`src/hw/rtl/lms_adaptive_fir_with_hilbert_defines.svh`:
```
// assertion macros for the lms hilbert block
// no dependencies
`ifndef LMS_ADAPTIVE_FIR_WITH_HILBERT_DEFINES_SVH
`define LMS_ADAPTIVE_FIR_WITH_HILBERT_DEFINES_SVH
// implication checked every clock outside reset
`define LMSH_ASSERT_IMP(label, clk, rst_n, ante, cons) \
  label: assert property (@(posedge clk) disable iff (!rst_n) (ante) |-> (cons)) \
    else $error("lmsh assertion failed");
// implication checked on the following clock
`define LMSH_ASSERT_NEXT(label, clk, rst_n, ante, cons) \
  label: assert property (@(posedge clk) disable iff (!rst_n) (ante) |=> (cons)) \
    else $error("lmsh assertion failed");
`endif

```
`src/hw/rtl/lmsh_pkg.sv`:
```
// shared types, constants, the hilbert rom and a saturation helper for the lms hilbert block
// no dependencies
`timescale 1ns / 1ps
`default_nettype none
package lmsh_pkg;
  localparam int unsigned TapsDefault = 128;
  localparam int unsigned Depth = 128;
  localparam int unsigned AddrW = 7;
  localparam logic [15:0] StepReset = 16'd328;
  localparam int unsigned FifoDepth = 2;

  typedef struct packed {
    logic signed [15:0] reference_sample;
    logic signed [15:0] measured_sample;
  } in_item_t;

  typedef struct packed {
    logic signed [15:0] error_sample;
    logic signed [15:0] anti_noise_sample;
    logic signed [15:0] shifted_anti_noise;
  } out_item_t;

  typedef enum logic [2:0] {
    StIdle, StLoad, StEst, StUpd, StHil, StOut
  } core_state_e;

  function automatic logic signed [15:0] rom_at(input logic [6:0] i);
    logic [14:0] m;
    logic [5:0] k;
    k = i[6] ? 6'(7'd127 - i) : i[5:0];
    case (k)
      6'd0: m = 15'd0;     6'd1: m = 15'd0;     6'd2: m = 15'd1;     6'd3: m = 15'd0;
      6'd4: m = 15'd1;     6'd5: m = 15'd0;     6'd6: m = 15'd2;     6'd7: m = 15'd1;
      6'd8: m = 15'd4;     6'd9: m = 15'd1;     6'd10: m = 15'd6;    6'd11: m = 15'd2;
      6'd12: m = 15'd8;    6'd13: m = 15'd4;    6'd14: m = 15'd12;   6'd15: m = 15'd6;
      6'd16: m = 15'd17;   6'd17: m = 15'd8;    6'd18: m = 15'd23;   6'd19: m = 15'd12;
      6'd20: m = 15'd30;   6'd21: m = 15'd16;   6'd22: m = 15'd40;   6'd23: m = 15'd23;
      6'd24: m = 15'd51;   6'd25: m = 15'd30;   6'd26: m = 15'd66;   6'd27: m = 15'd40;
      6'd28: m = 15'd83;   6'd29: m = 15'd53;   6'd30: m = 15'd104;  6'd31: m = 15'd68;
      6'd32: m = 15'd128;  6'd33: m = 15'd87;   6'd34: m = 15'd157;  6'd35: m = 15'd110;
      6'd36: m = 15'd191;  6'd37: m = 15'd139;  6'd38: m = 15'd231;  6'd39: m = 15'd173;
      6'd40: m = 15'd277;  6'd41: m = 15'd215;  6'd42: m = 15'd332;  6'd43: m = 15'd266;
      6'd44: m = 15'd398;  6'd45: m = 15'd329;  6'd46: m = 15'd476;  6'd47: m = 15'd407;
      6'd48: m = 15'd572;  6'd49: m = 15'd506;  6'd50: m = 15'd692;  6'd51: m = 15'd635;
      6'd52: m = 15'd848;  6'd53: m = 15'd810;  6'd54: m = 15'd1062; 6'd55: m = 15'd1061;
      6'd56: m = 15'd1378; 6'd57: m = 15'd1458; 6'd58: m = 15'd1908; 6'd59: m = 15'd2191;
      6'd60: m = 15'd3015; 6'd61: m = 15'd4067; 6'd62: m = 15'd7012; 6'd63: m = 15'd20778;
      default: m = 15'd0;
    endcase
    rom_at = i[6] ? $signed({1'b0, m}) : -$signed({1'b0, m});
  endfunction

  function automatic logic signed [15:0] sat16(input logic signed [47:0] v);
    if (v > 48'sd32767) sat16 = 16'sh7fff;
    else if (v < -48'sd32768) sat16 = 16'sh8000;
    else sat16 = v[15:0];
  endfunction
endpackage
`default_nettype wire

```
`src/hw/rtl/lmsh_fifo.sv`:
```
// small two-entry queue, used for the requests and for the results
// depends on lmsh_pkg
`timescale 1ns / 1ps
`default_nettype none
`include "lms_adaptive_fir_with_hilbert_defines.svh"
module lmsh_fifo #(
  parameter int unsigned W = 32
) (
  input  wire logic         clk_i,
  input  wire logic         rst_ni,
  input  wire logic         push_i,
  input  wire logic [W-1:0] data_i,
  output logic              full_o,
  input  wire logic         pop_i,
  output logic [W-1:0]      data_o,
  output logic              empty_o
);
  localparam int unsigned D = lmsh_pkg::FifoDepth;
  logic [W-1:0] mem_q [D];
  logic         wp_q, rp_q;
  logic [1:0]   cnt_q;

  assign full_o  = (cnt_q == 2'(D));
  assign empty_o = (cnt_q == 2'd0);
  assign data_o  = mem_q[rp_q];

  always_ff @(posedge clk_i) begin
    if (push_i && !full_o) mem_q[wp_q] <= data_i;
  end

  always_ff @(posedge clk_i or negedge rst_ni) begin
    if (!rst_ni) begin
      wp_q <= 1'b0;
      rp_q <= 1'b0;
      cnt_q <= 2'd0;
    end else begin
      if (push_i && !full_o) wp_q <= ~wp_q;
      if (pop_i && !empty_o) rp_q <= ~rp_q;
      cnt_q <= cnt_q + 2'(push_i && !full_o) - 2'(pop_i && !empty_o);
    end
  end

  `LMSH_ASSERT_IMP(a_cnt_range, clk_i, rst_ni, 1'b1, cnt_q <= 2'(D))
  `LMSH_ASSERT_NEXT(a_full_hold, clk_i, rst_ni, full_o && !pop_i, full_o)
  `LMSH_ASSERT_NEXT(a_empty_hold, clk_i, rst_ni, empty_o && !push_i, empty_o)
endmodule
`default_nettype wire

```
`config.mk`:
```
export PLATFORM = sky130hd
export DESIGN_NAME = lmsh_fifo
export DESIGN_NICKNAME = d
export VERILOG_FILES = /design/src/hw/rtl/lmsh_pkg.sv /design/src/hw/rtl/lmsh_fifo.sv
export VERILOG_INCLUDE_DIRS = /design/src /design/src/hw/rtl
export SDC_FILE = /design/constraint.sdc
export NUM_CORES = 1
export LEC_CHECK = 0
export ABC_AREA = 0
export BUFFER_PORTS_ARGS = -buffer_cell sky130_fd_sc_hd__buf_2
export CORE_AREA = 2 2 80 82
export DETAILED_ROUTE_END_ITERATION = 10
export DIE_AREA = 0 0 82 84
export PLACE_DENSITY = 0.69
export SYNTH_ARGS = -nofsm -noshare
export SYNTH_HDL_FRONTEND = slang
export SYNTH_SLANG_ARGS = --single-unit
```
`constraint.sdc`:
```
create_clock -name clk_i -period 5.25 [get_ports clk_i]
set_input_delay 0.7875 -clock clk_i [delete_from_list [all_inputs] [get_ports clk_i]]
set_output_delay 0.7875 -clock clk_i [all_outputs]
set_load 0.02 [all_outputs]
```
# After elaboration in Yosys (flattened, before gate mapping)
# Memories as Yosys holds them, arrays and structs flattened.
# Index checks and enable logic that the tools add are counted.
# Widths: inputs -> output; s select.
# word_totals
regBits	4
ram_bits	64
in_bits	36
out_inout_bits	34
word_cells	16
n_memories	1
# mem_list
name	depth	word_bits	read_ports	rd_ports_with_merged_regs	write_ports	line	text
mem_q	2	32	1	0	1	lmsh_fifo.sv:19	logic [W-1:0] mem_q [D];
# classes
n_addsub	2
n_eq_ne	1
n_mux	2
bitwise_logic	2
reduce_logical	5
# op_table
cell	n
$add 2x1->2	1
$eq 2x2->1 const B	1
$logic_and 1x1->1	2
$logic_not 1->1	2
$logic_not 2->1	1
$mux 1	2
$not 1->1	2
$sub 2x1->2	1

# Longest topological paths before layout
# Gate-level depths: netlist of the first run.
# depth
depth_word	5
mapped_depth	7
ltp_nobuf	7

# Least setup slack after synthesis of the first run
# OpenSTA, ideal clock, no wires.
# synth_path
path_type	input-to-reg
from	input port push_i
to	memory mem_q[0][0], enable pin
setup_time_ns	0.421
arrival_time_ns	2.236
required_ns	4.829
setup_slack_ns	2.593
stages	2
path_buffers	0
cell_sequence	nand2_1 > nor2_1
# synth_between
elab_chain_cells	3
# synth_lines
element	line	text
from (decl)	lmsh_fifo.sv:11	input wire logic push_i,
$logic_and 1x1->1	lmsh_fifo.sv:28	if (push_i && !full_o) mem_q[wp_q] <= data_i;
$mux 1	lmsh_fifo.sv:28	
$mux 1 (not written as such)	lmsh_fifo.sv:28	
to (decl)	lmsh_fifo.sv:19	
# Every way passes these cells.

# Final worst setup path of the first run
# layout_path
from	register rp_q
to	output port data_o[0]
# layout_between
elab_chain_cells	1
# layout_lines
element	line	text
from (decl)	lmsh_fifo.sv:20	logic wp_q, rp_q;
from (signal assigned)	lmsh_fifo.sv:38	if (pop_i && !empty_o) rp_q <= ~rp_q;
$mem_v2 2x32	n/a	
to (decl)	lmsh_fifo.sv:15	output logic [W-1:0] data_o,
# Every way passes these cells.

==> results of run 1 <==
[registers in the layout, summed over array words and instances, names as in the netlist]
signal / flops
mem_q: 64
wp_q: 1
cnt_q: 2
rp_q: 1
[logic make-up (layout without fill, tap and decap cells)]
kind of cell,Yosys count,after routing,synth area share
buffers and inverters,6,87,0.0296
AND/OR/NAND/NOR,6,6,0.0122
multiplexers,32,32,0.176
adder cells (fa/ha/maj),2,2,0.00940
flip-flops,68,68,0.759
XOR/XNOR,4,4,0.0132
[power groups by stage]
stage                     clock, mW  sequential, mW  combinational, mW
after detailed placement          0           0.871              0.630
after CTS                     0.344           0.858              0.631
after floorplan                   0           0.786              0.570
final                         0.332           0.852              0.618
after global routing          0.367           0.870              0.666
after global placement            0           0.860              0.622
[cells in the mapped netlist, drive strengths merged]
cell | number | area [µm²]
xor2 | 1 | 8.76
inv | 2 | 7.51
nand2b | 1 | 6.26
ha | 2 | 25.0
mux2 | 32 | 469
xnor2 | 3 | 26.3
nor2b | 1 | 8.76
and3 | 1 | 6.26
buf | 4 | 71.3
edfxtp | 64 | 1920
nor2 | 2 | 7.51
dfrtp | 4 | 100
nand2 | 1 | 3.75
[layer usage]
metal	vias up	wire length, µm
met5	-	0
met4	0	115
met3	10	215
met2	37	2340
met1	608	1620
li1	603	-
[worst reg2reg max path: cells and delay by family (launching register included)]
kind	cells	cell delay (ps)
flip-flops	1	410
AND/OR/NAND/NOR	3	1000
[worst paths after layout]
kind	startpoint	slack (ps)	endpoint	cells after the start
min in group clk_i	cnt_q[1]$_DFF_PN0_	510	cnt_q[1]$_DFF_PN0_	1
max	rp_q$_DFFE_PN0P_	2510	data_o[0]	2
max in group asynchronous	rst_ni	4860	rp_q$_DFFE_PN0P_	1
max reg2reg	cnt_q[1]$_DFF_PN0_	3450	mem_q[0][12]$_DFFE_PP_	3
min reg2reg	cnt_q[1]$_DFF_PN0_	510	cnt_q[1]$_DFF_PN0_	1
min	rst_ni	260	cnt_q[0]$_DFF_PN0_	1
[cell type report]
cell class	count	area [µm²]
Fill cell	525	2900
Sequential cell	68	2020
Clock inverter	4	17.5
Tap cell	77	96.3
Clock buffer	11	131
Multi-Input combinational cell	44	569
Timing Repair Buffer	70	353
Inverter	2	7.51
[per-stage QoR]
step	power, mW	hold slack (ps)	util	std cells
after CTS	1.83	242	0.525	276
after floorplan	1.36	461	-	118
after detailed placement	1.50	508	0.500	261
after global placement	1.48	498	0.500	261
after global routing	1.90	238	0.525	276
final	1.80	260	0.525	276
==> out/results.tsv, run 1 <==
metric	value	unit
cts_root_buffer	clkbuf_8	
numCtsBuffers	9	
min_period	2740	ps
yosys.cell_types.count	15	
final_layout_size_suffix_gt1_frac	0.583	
arrival	1950	ps
drcViolationCount	0	
clockBufferDepth	2	
use_met3	0.0346	
drt-wirelength-per-cell	15.6	µm
hold_class	primary input to asynchronous set/reset pin	
critical_path_buf_inv_count	1	
maxCapViolations	0	
cts_tree	built	
power_density	563	nW/µm²
post_cts_buffers	0	
grt_use_met1	0.141	
worst_path_max_delay_cell	dfrtp_2	
path_max_fanout	33	
drt-total-wl	4290	µm
cp_top_family	flip-flops	
vias	1258	
p_seq_frac	0.473	
tns	0	ps
die_w	82	µm
place_area	3050	µm²
syn_to_final_growth	20.1	%
fin_skew	5.55	ps
die_height	84	µm
syn_area	2660	µm²
clkSinkCount	68	
worstPathRequired	4460	ps
grt_pass1_vias	1344	
slew_headroom	0.327	
cts_max_level	3	
ios	70	
worstPathCellList	mux2_2, buf_2	
p_clk_frac	0.184	
path_class	flop to primary output	
grtUsageMet2	0.236	
ys_seq_area_frac	0.759	
first_pass_iters	3	
dp_hpwl	2940	µm
busiest_layer	met2	
grt_pass1_wl	6510	µm
gp_congestion	0.674	
synth-warning-count	0	
rows	29	
n_antenna_cell	0	
peakVddDrop	0.474	mV
antenna_found_initial	0	
post_cts_resized	0	
fin_nets	233	
start_util	0.437	
syn_inst	118	
rsz0062_at_grt	false	
p_comb_frac	0.343	
via_per_inst	4.56	
slew_violations	0	
hold_viol	0	
pre_cts_slack	2810	ps
timing.final.crit_share	0.522	
final_common_cell	buf_2	
design_area	3200	µm²
final_cell_mix	buf_2, edfxtp_1, mux2_4	
ys_ff_latch	68	
p_leak	1.30	nW
clk_pin_slew	60	ps
power.net_switching	0.587	mW
setup_ws	2510	ps
ctsHoldBuffers	0	
grt_max_degree	34	
drt_iter0_markers	81	
io_buffers	69	
internal_power	1.21	mW
synth_nets	156	
cp-end-kind	primary output	
cpPeakStageDelay	1020	ps
dieArea	6890	µm²
setup_viol	0	
crit_path_start_kind	flop	
grt_overflow	0	
switching_share	0.326	
outcome	completed	
worst_pin_slew	1010	ps
core_area	6100	µm²
fmax	365	MHz
grtUsageTotal	0.136	
syn_area_per_cell	22.6	µm²
ant_nets	0	
clk_latency	330	ps
Note: power is estimated with default switching activity, not from simulation.
==> inputs of run 2 (changes only) <==
Clock period 5.25 ns to 2.7 ns, I/O delays scaled along.
==> out/results.tsv, run 2 (synthesis results as in run 1) <==
metric	value	unit
final_cell_mix	buf_2, edfxtp_1, mux2_4	
top_register	mem_q	
final_layout_size_suffix_gt1_frac	0.608	
slew_headroom	0.558	
maxCapViolations	0	
dp_hpwl	2750	µm
drcViolationCount	0	
fin_nets	237	
post_cts_buffers	0	
hold_viol	0	
worstPathRequired	2300	ps
min_period	2340	ps
grt_overflow	0	
p_leak	1.34	nW
setup_viol	0	
cts_tree	built	
fmax	428	MHz
fin_skew	4.46	ps
rsz0062_at_grt	false	
numCtsBuffers	9	
tns	0	ps
ios	70	
rows	29	
via_per_inst	4.58	
clockBufferDepth	2	
post_cts_resized	0	
largest_reg_flops	64	
clk_latency	320	ps
n_antenna_cell	0	
timing.final.crit_share	0.866	
first_pass_iters	4	
final_common_cell	buf_2	
dieArea	6890	µm²
clk_pin_slew	70	ps
largestRegisters	mem_q x64, cnt_q x2	
vias	1286	
cp-end-kind	primary output	
drt-wirelength-per-cell	14.5	µm
drt_iter0_markers	71	
gp_congestion	0.674	
worst_pin_slew	662	ps
die_w	82	µm
clkSinkCount	68	
peakVddDrop	0.700	mV
grt_pass1_wl	6110	µm
start_util	0.437	
grtUsageTotal	0.126	
setup_ws	363	ps
cts_root_buffer	clkbuf_8	
power_density	1110	nW/µm²
slew_violations	0	
crit_path_start_kind	flop	
grt_max_degree	33	
arrival	1930	ps
die_height	84	µm
grt_pass1_vias	1323	
path_max_fanout	22	
pre_cts_slack	675	ps
syn_to_final_growth	22.9	%
io_buffers	69	
drt-total-wl	4090	µm
hold_class	primary input to flop	
antenna_found_initial	0	
path_class	flop to primary output	
core_area	6100	µm²
ant_nets	0	
outcome	completed	
cts_max_level	3	
run 2: changes by cell type in the layout (fill, tap and decap cells not counted), sizes merged:
| cell | change |
|---|---|
| bufinv | +1 |
| clkbuf | -2 |
| clkinvlp | +3 |
| clkinv | -1 |
| buf | +3 |
| dlygate4sd3 | +1 |
run 2: layout make-up:
cell class | count | area (µm²)
Clock buffer | 9 | 124
Timing Repair Buffer | 74 | 385
Multi-Input combinational cell | 44 | 569
Tap cell | 77 | 96.3
Fill cell | 512 | 2820
Sequential cell | 68 | 2020
Inverter | 2 | 7.51
Clock inverter | 7 | 67.6
run 2: path summary, 6_finish.rpt:
path	start	end	slack [ps]	cells after the start
hold reg to reg	cnt_q[1]$_DFF_PN0_	cnt_q[1]$_DFF_PN0_	510	1
hold / removal	data_i[7]	mem_q[1][7]$_DFFE_PP_	260	1
setup / recovery	rp_q$_DFFE_PN0P_	data_o[7]	360	3
setup reg to reg	cnt_q[1]$_DFF_PN0_	cnt_q[1]$_DFF_PN0_	1160	7
max in group asynchronous	rst_ni	rp_q$_DFFE_PN0P_	2140	2
min in group asynchronous	rst_ni	wp_q$_DFFE_PN0P_	420	2
run 2: stage by stage:
stage               hold WS, ps  utilization  power (mW)  cell area (µm²)  instances
floorplan                   109            -        2.64             2660        118
global placement            222        0.504        2.90             3070        264
detailed placement          223        0.504        2.92             3070        264
CTS                         239        0.537        3.71             3270        281
global route                233        0.537        3.85             3270        281
finish                      265        0.537        3.65             3270        281
run 2: per-layer routing:
| layer | up-vias | wire length, µm | part of all wire | global-route usage |
|---|---|---|---|---|
| met5 | - | 0 | 0 | 0 |
| met4 | 0 | 68 | 0.017 | 0.0909 |
| met3 | 6 | 197 | 0.048 | 0.0292 |
| met2 | 33 | 2250 | 0.55 | 0.205 |
| met1 | 627 | 1570 | 0.38 | 0.142 |
| li1 | 620 | - | - | - |
run 2: worst max-delay path: stages (launching register included):
cell and delay (ps):
dfrtp_2 800, buf_4 330, mux2_4 320, buf_2 160
run 2: power breakdown:
group	switching [mW]	internal [mW]	total, mW	leakage, nW
Combinational	0.660	0.604	1.26	0.606
Sequential	0.156	1.45	1.60	0.640
Clock	0.359	0.421	0.779	0.0910
Total	1.18	2.47	3.65	1.34
run 2: repair_timing:
item | CTS | global route
hold buffers | 1 | 0
endpoints found under the setup margin | 0 | 0
endpoints found under the hold margin | 4 | 0
==> inputs of run 3 (changes only) <==
Settings changed: CORE_AREA 2 2 80 82 to 2 2 91 93, DIE_AREA 0 0 82 84 to 0 0 93 95, PLACE_DENSITY 0.69 to not set.
Clock period 2.7 ns to 2.3 ns, I/O delays scaled along.
==> out/results.tsv, run 3 (synthesis results as in run 1) <==
metric	value	unit
outcome	completed	
final_common_cell	buf_2	
clkSinkCount	68	
fill_cells	726	
rsz0062_at_grt	false	
core_area	7930	µm²
seq_area	2020	µm²
cts_max_level	3	
hold_class	primary input to flop	
largest_reg_flops	64	
slew_violations	0	
cts_tree	built	
n_antenna_cell	0	
drt-wirelength-per-cell	13.9	µm
grt_pass1_vias	1288	
worstPathRequired	1960	ps
multi_input_area	571	µm²
first_pass_iters	4	
cpPeakStageDelay	390	ps
gp_congestion	0.686	
largestRegisters	mem_q x64, cnt_q x2	
io_buffers	69	
p_leak	1.34	nW
setup_viol	0	
ant_nets	0	
maxCapViolations	0	
critical_path_buf_inv_count	2	
hold_viol	0	
rows	33	
report.power.total	4.33	mW
die_height	95	µm
peakVddDrop	0.493	mV
clk_pin_slew	70	ps
grt_pass1_wl	6300	µm
hold_depth	1	
syn_to_final_growth	24.9	%
path_class	flop to primary output	
worst_path_max_delay_cell	dfrtp_2	
worstPathCellList	buf_4, mux2_4, buf_2	
top_register	mem_q	
antenna_found_initial	0	
cp-end-kind	primary output	
grtUsageTotal	0.102	
fin_util	0.419	
clockBufferDepth	2	
r2r_slack	750	ps
tns	0	ps
hold_end	mem_q[0][13]$_DFFE_PP_	
crit_path_start_kind	flop	
slew_headroom	0.692	
fin_nets	237	
dieArea	8840	µm²
fmax	555	MHz
cts_root_buffer	clkbuf_8	
drt_iter0_markers	33	
path_max_fanout	11	
final_cell_mix	buf_2, edfxtp_1, mux2_4	
power_density	1300	nW/µm²
cp_top_family	buffers and inverters	
clk_latency	340	ps
drcViolationCount	0	
post_cts_resized	0	
reg2regPathDepth	7	
dp_hpwl	2820	µm
min_period	1800	ps
numCtsBuffers	9	
min_from	data_i[13]	
final_layout_size_suffix_gt1_frac	0.593	
vias	1309	
worst_pin_slew	463	ps
start_util	0.336	
drt-total-wl	4290	µm
post_cts_buffers	0	
ios	70	
fin_skew	9.47	ps
timing.final.crit_share	0.784	
via_per_inst	4.24	
r2r-end	cnt_q[1]$_DFF_PN0_	
arrival	1460	ps
grt_overflow	0	
die_w	93	µm
grt_max_degree	33	
rr_startpoint	cnt_q[1]$_DFF_PN0_	
==> run 3: cell count changes in the layout (fill, tap and decap cells not counted), sizes merged <==
| cell | before | now |
|---|---|---|
| clkinv | 3 | 5 |
| clkinvlp | 3 | 1 |
==> run 3: routing by layer <==
metal  track usage  vias up  wire length, µm
met5             0        -                0
met4        0.0858        0              141
met3        0.0359       11              227
met2         0.161       40             2180
met1         0.110      645             1740
li1              -      613                -
==> run 3: repair_timing <==
action | CTS | global route
setup endpoints to repair | 0 | 0
hold buffers | 1 | 0
endpoints found under the hold margin | 4 | 0
==> run 3: worst max path at each step <==
stage	startpoint	endpoint	slack (ps)	cells past startpoint
final	rp_q$_DFFE_PN0P_	data_o[22]	500	3
after global routing	rp_q$_DFFE_PN0P_	data_o[23]	430	3
after CTS	rp_q$_DFFE_PN0P_	data_o[23]	460	3
after detailed placement	cnt_q[1]$_DFF_PN0_	mem_q[1][6]$_DFFE_PP_	750	3
after global placement	cnt_q[1]$_DFF_PN0_	mem_q[1][3]$_DFFE_PP_	760	3
after floorplan	cnt_q[1]$_DFF_PN0_	mem_q[0][0]$_DFFE_PP_	450	3
==> run 3: final cells by class <==
class,instances,share of cell area
well taps,105,0.0395
clock buffers,9,0.0373
flip-flops and latches,68,0.609
clock inverters,7,0.0173
repair buffers,74,0.123
inverters,2,0.00226
multi-input cells,44,0.172
==> run 3: where the power goes <==
group          internal [mW]  switching, mW  leakage (nW)
logic                  0.748          0.898         0.613
clock network          0.483          0.410        0.0892
registers               1.70         0.0869         0.640
==> run 3: through the flow <==
stage / setup slack [ps] / cell area [µm²] / std cells / hold WS (ps)
global route: 429 / 3320 / 309 / 165
floorplan: 455 / 2670 / 118 / 49.4
global placement: 765 / 3130 / 292 / 157
finish: 497 / 3320 / 309 / 194
CTS: 458 / 3320 / 309 / 170
detailed placement: 746 / 3130 / 292 / 158
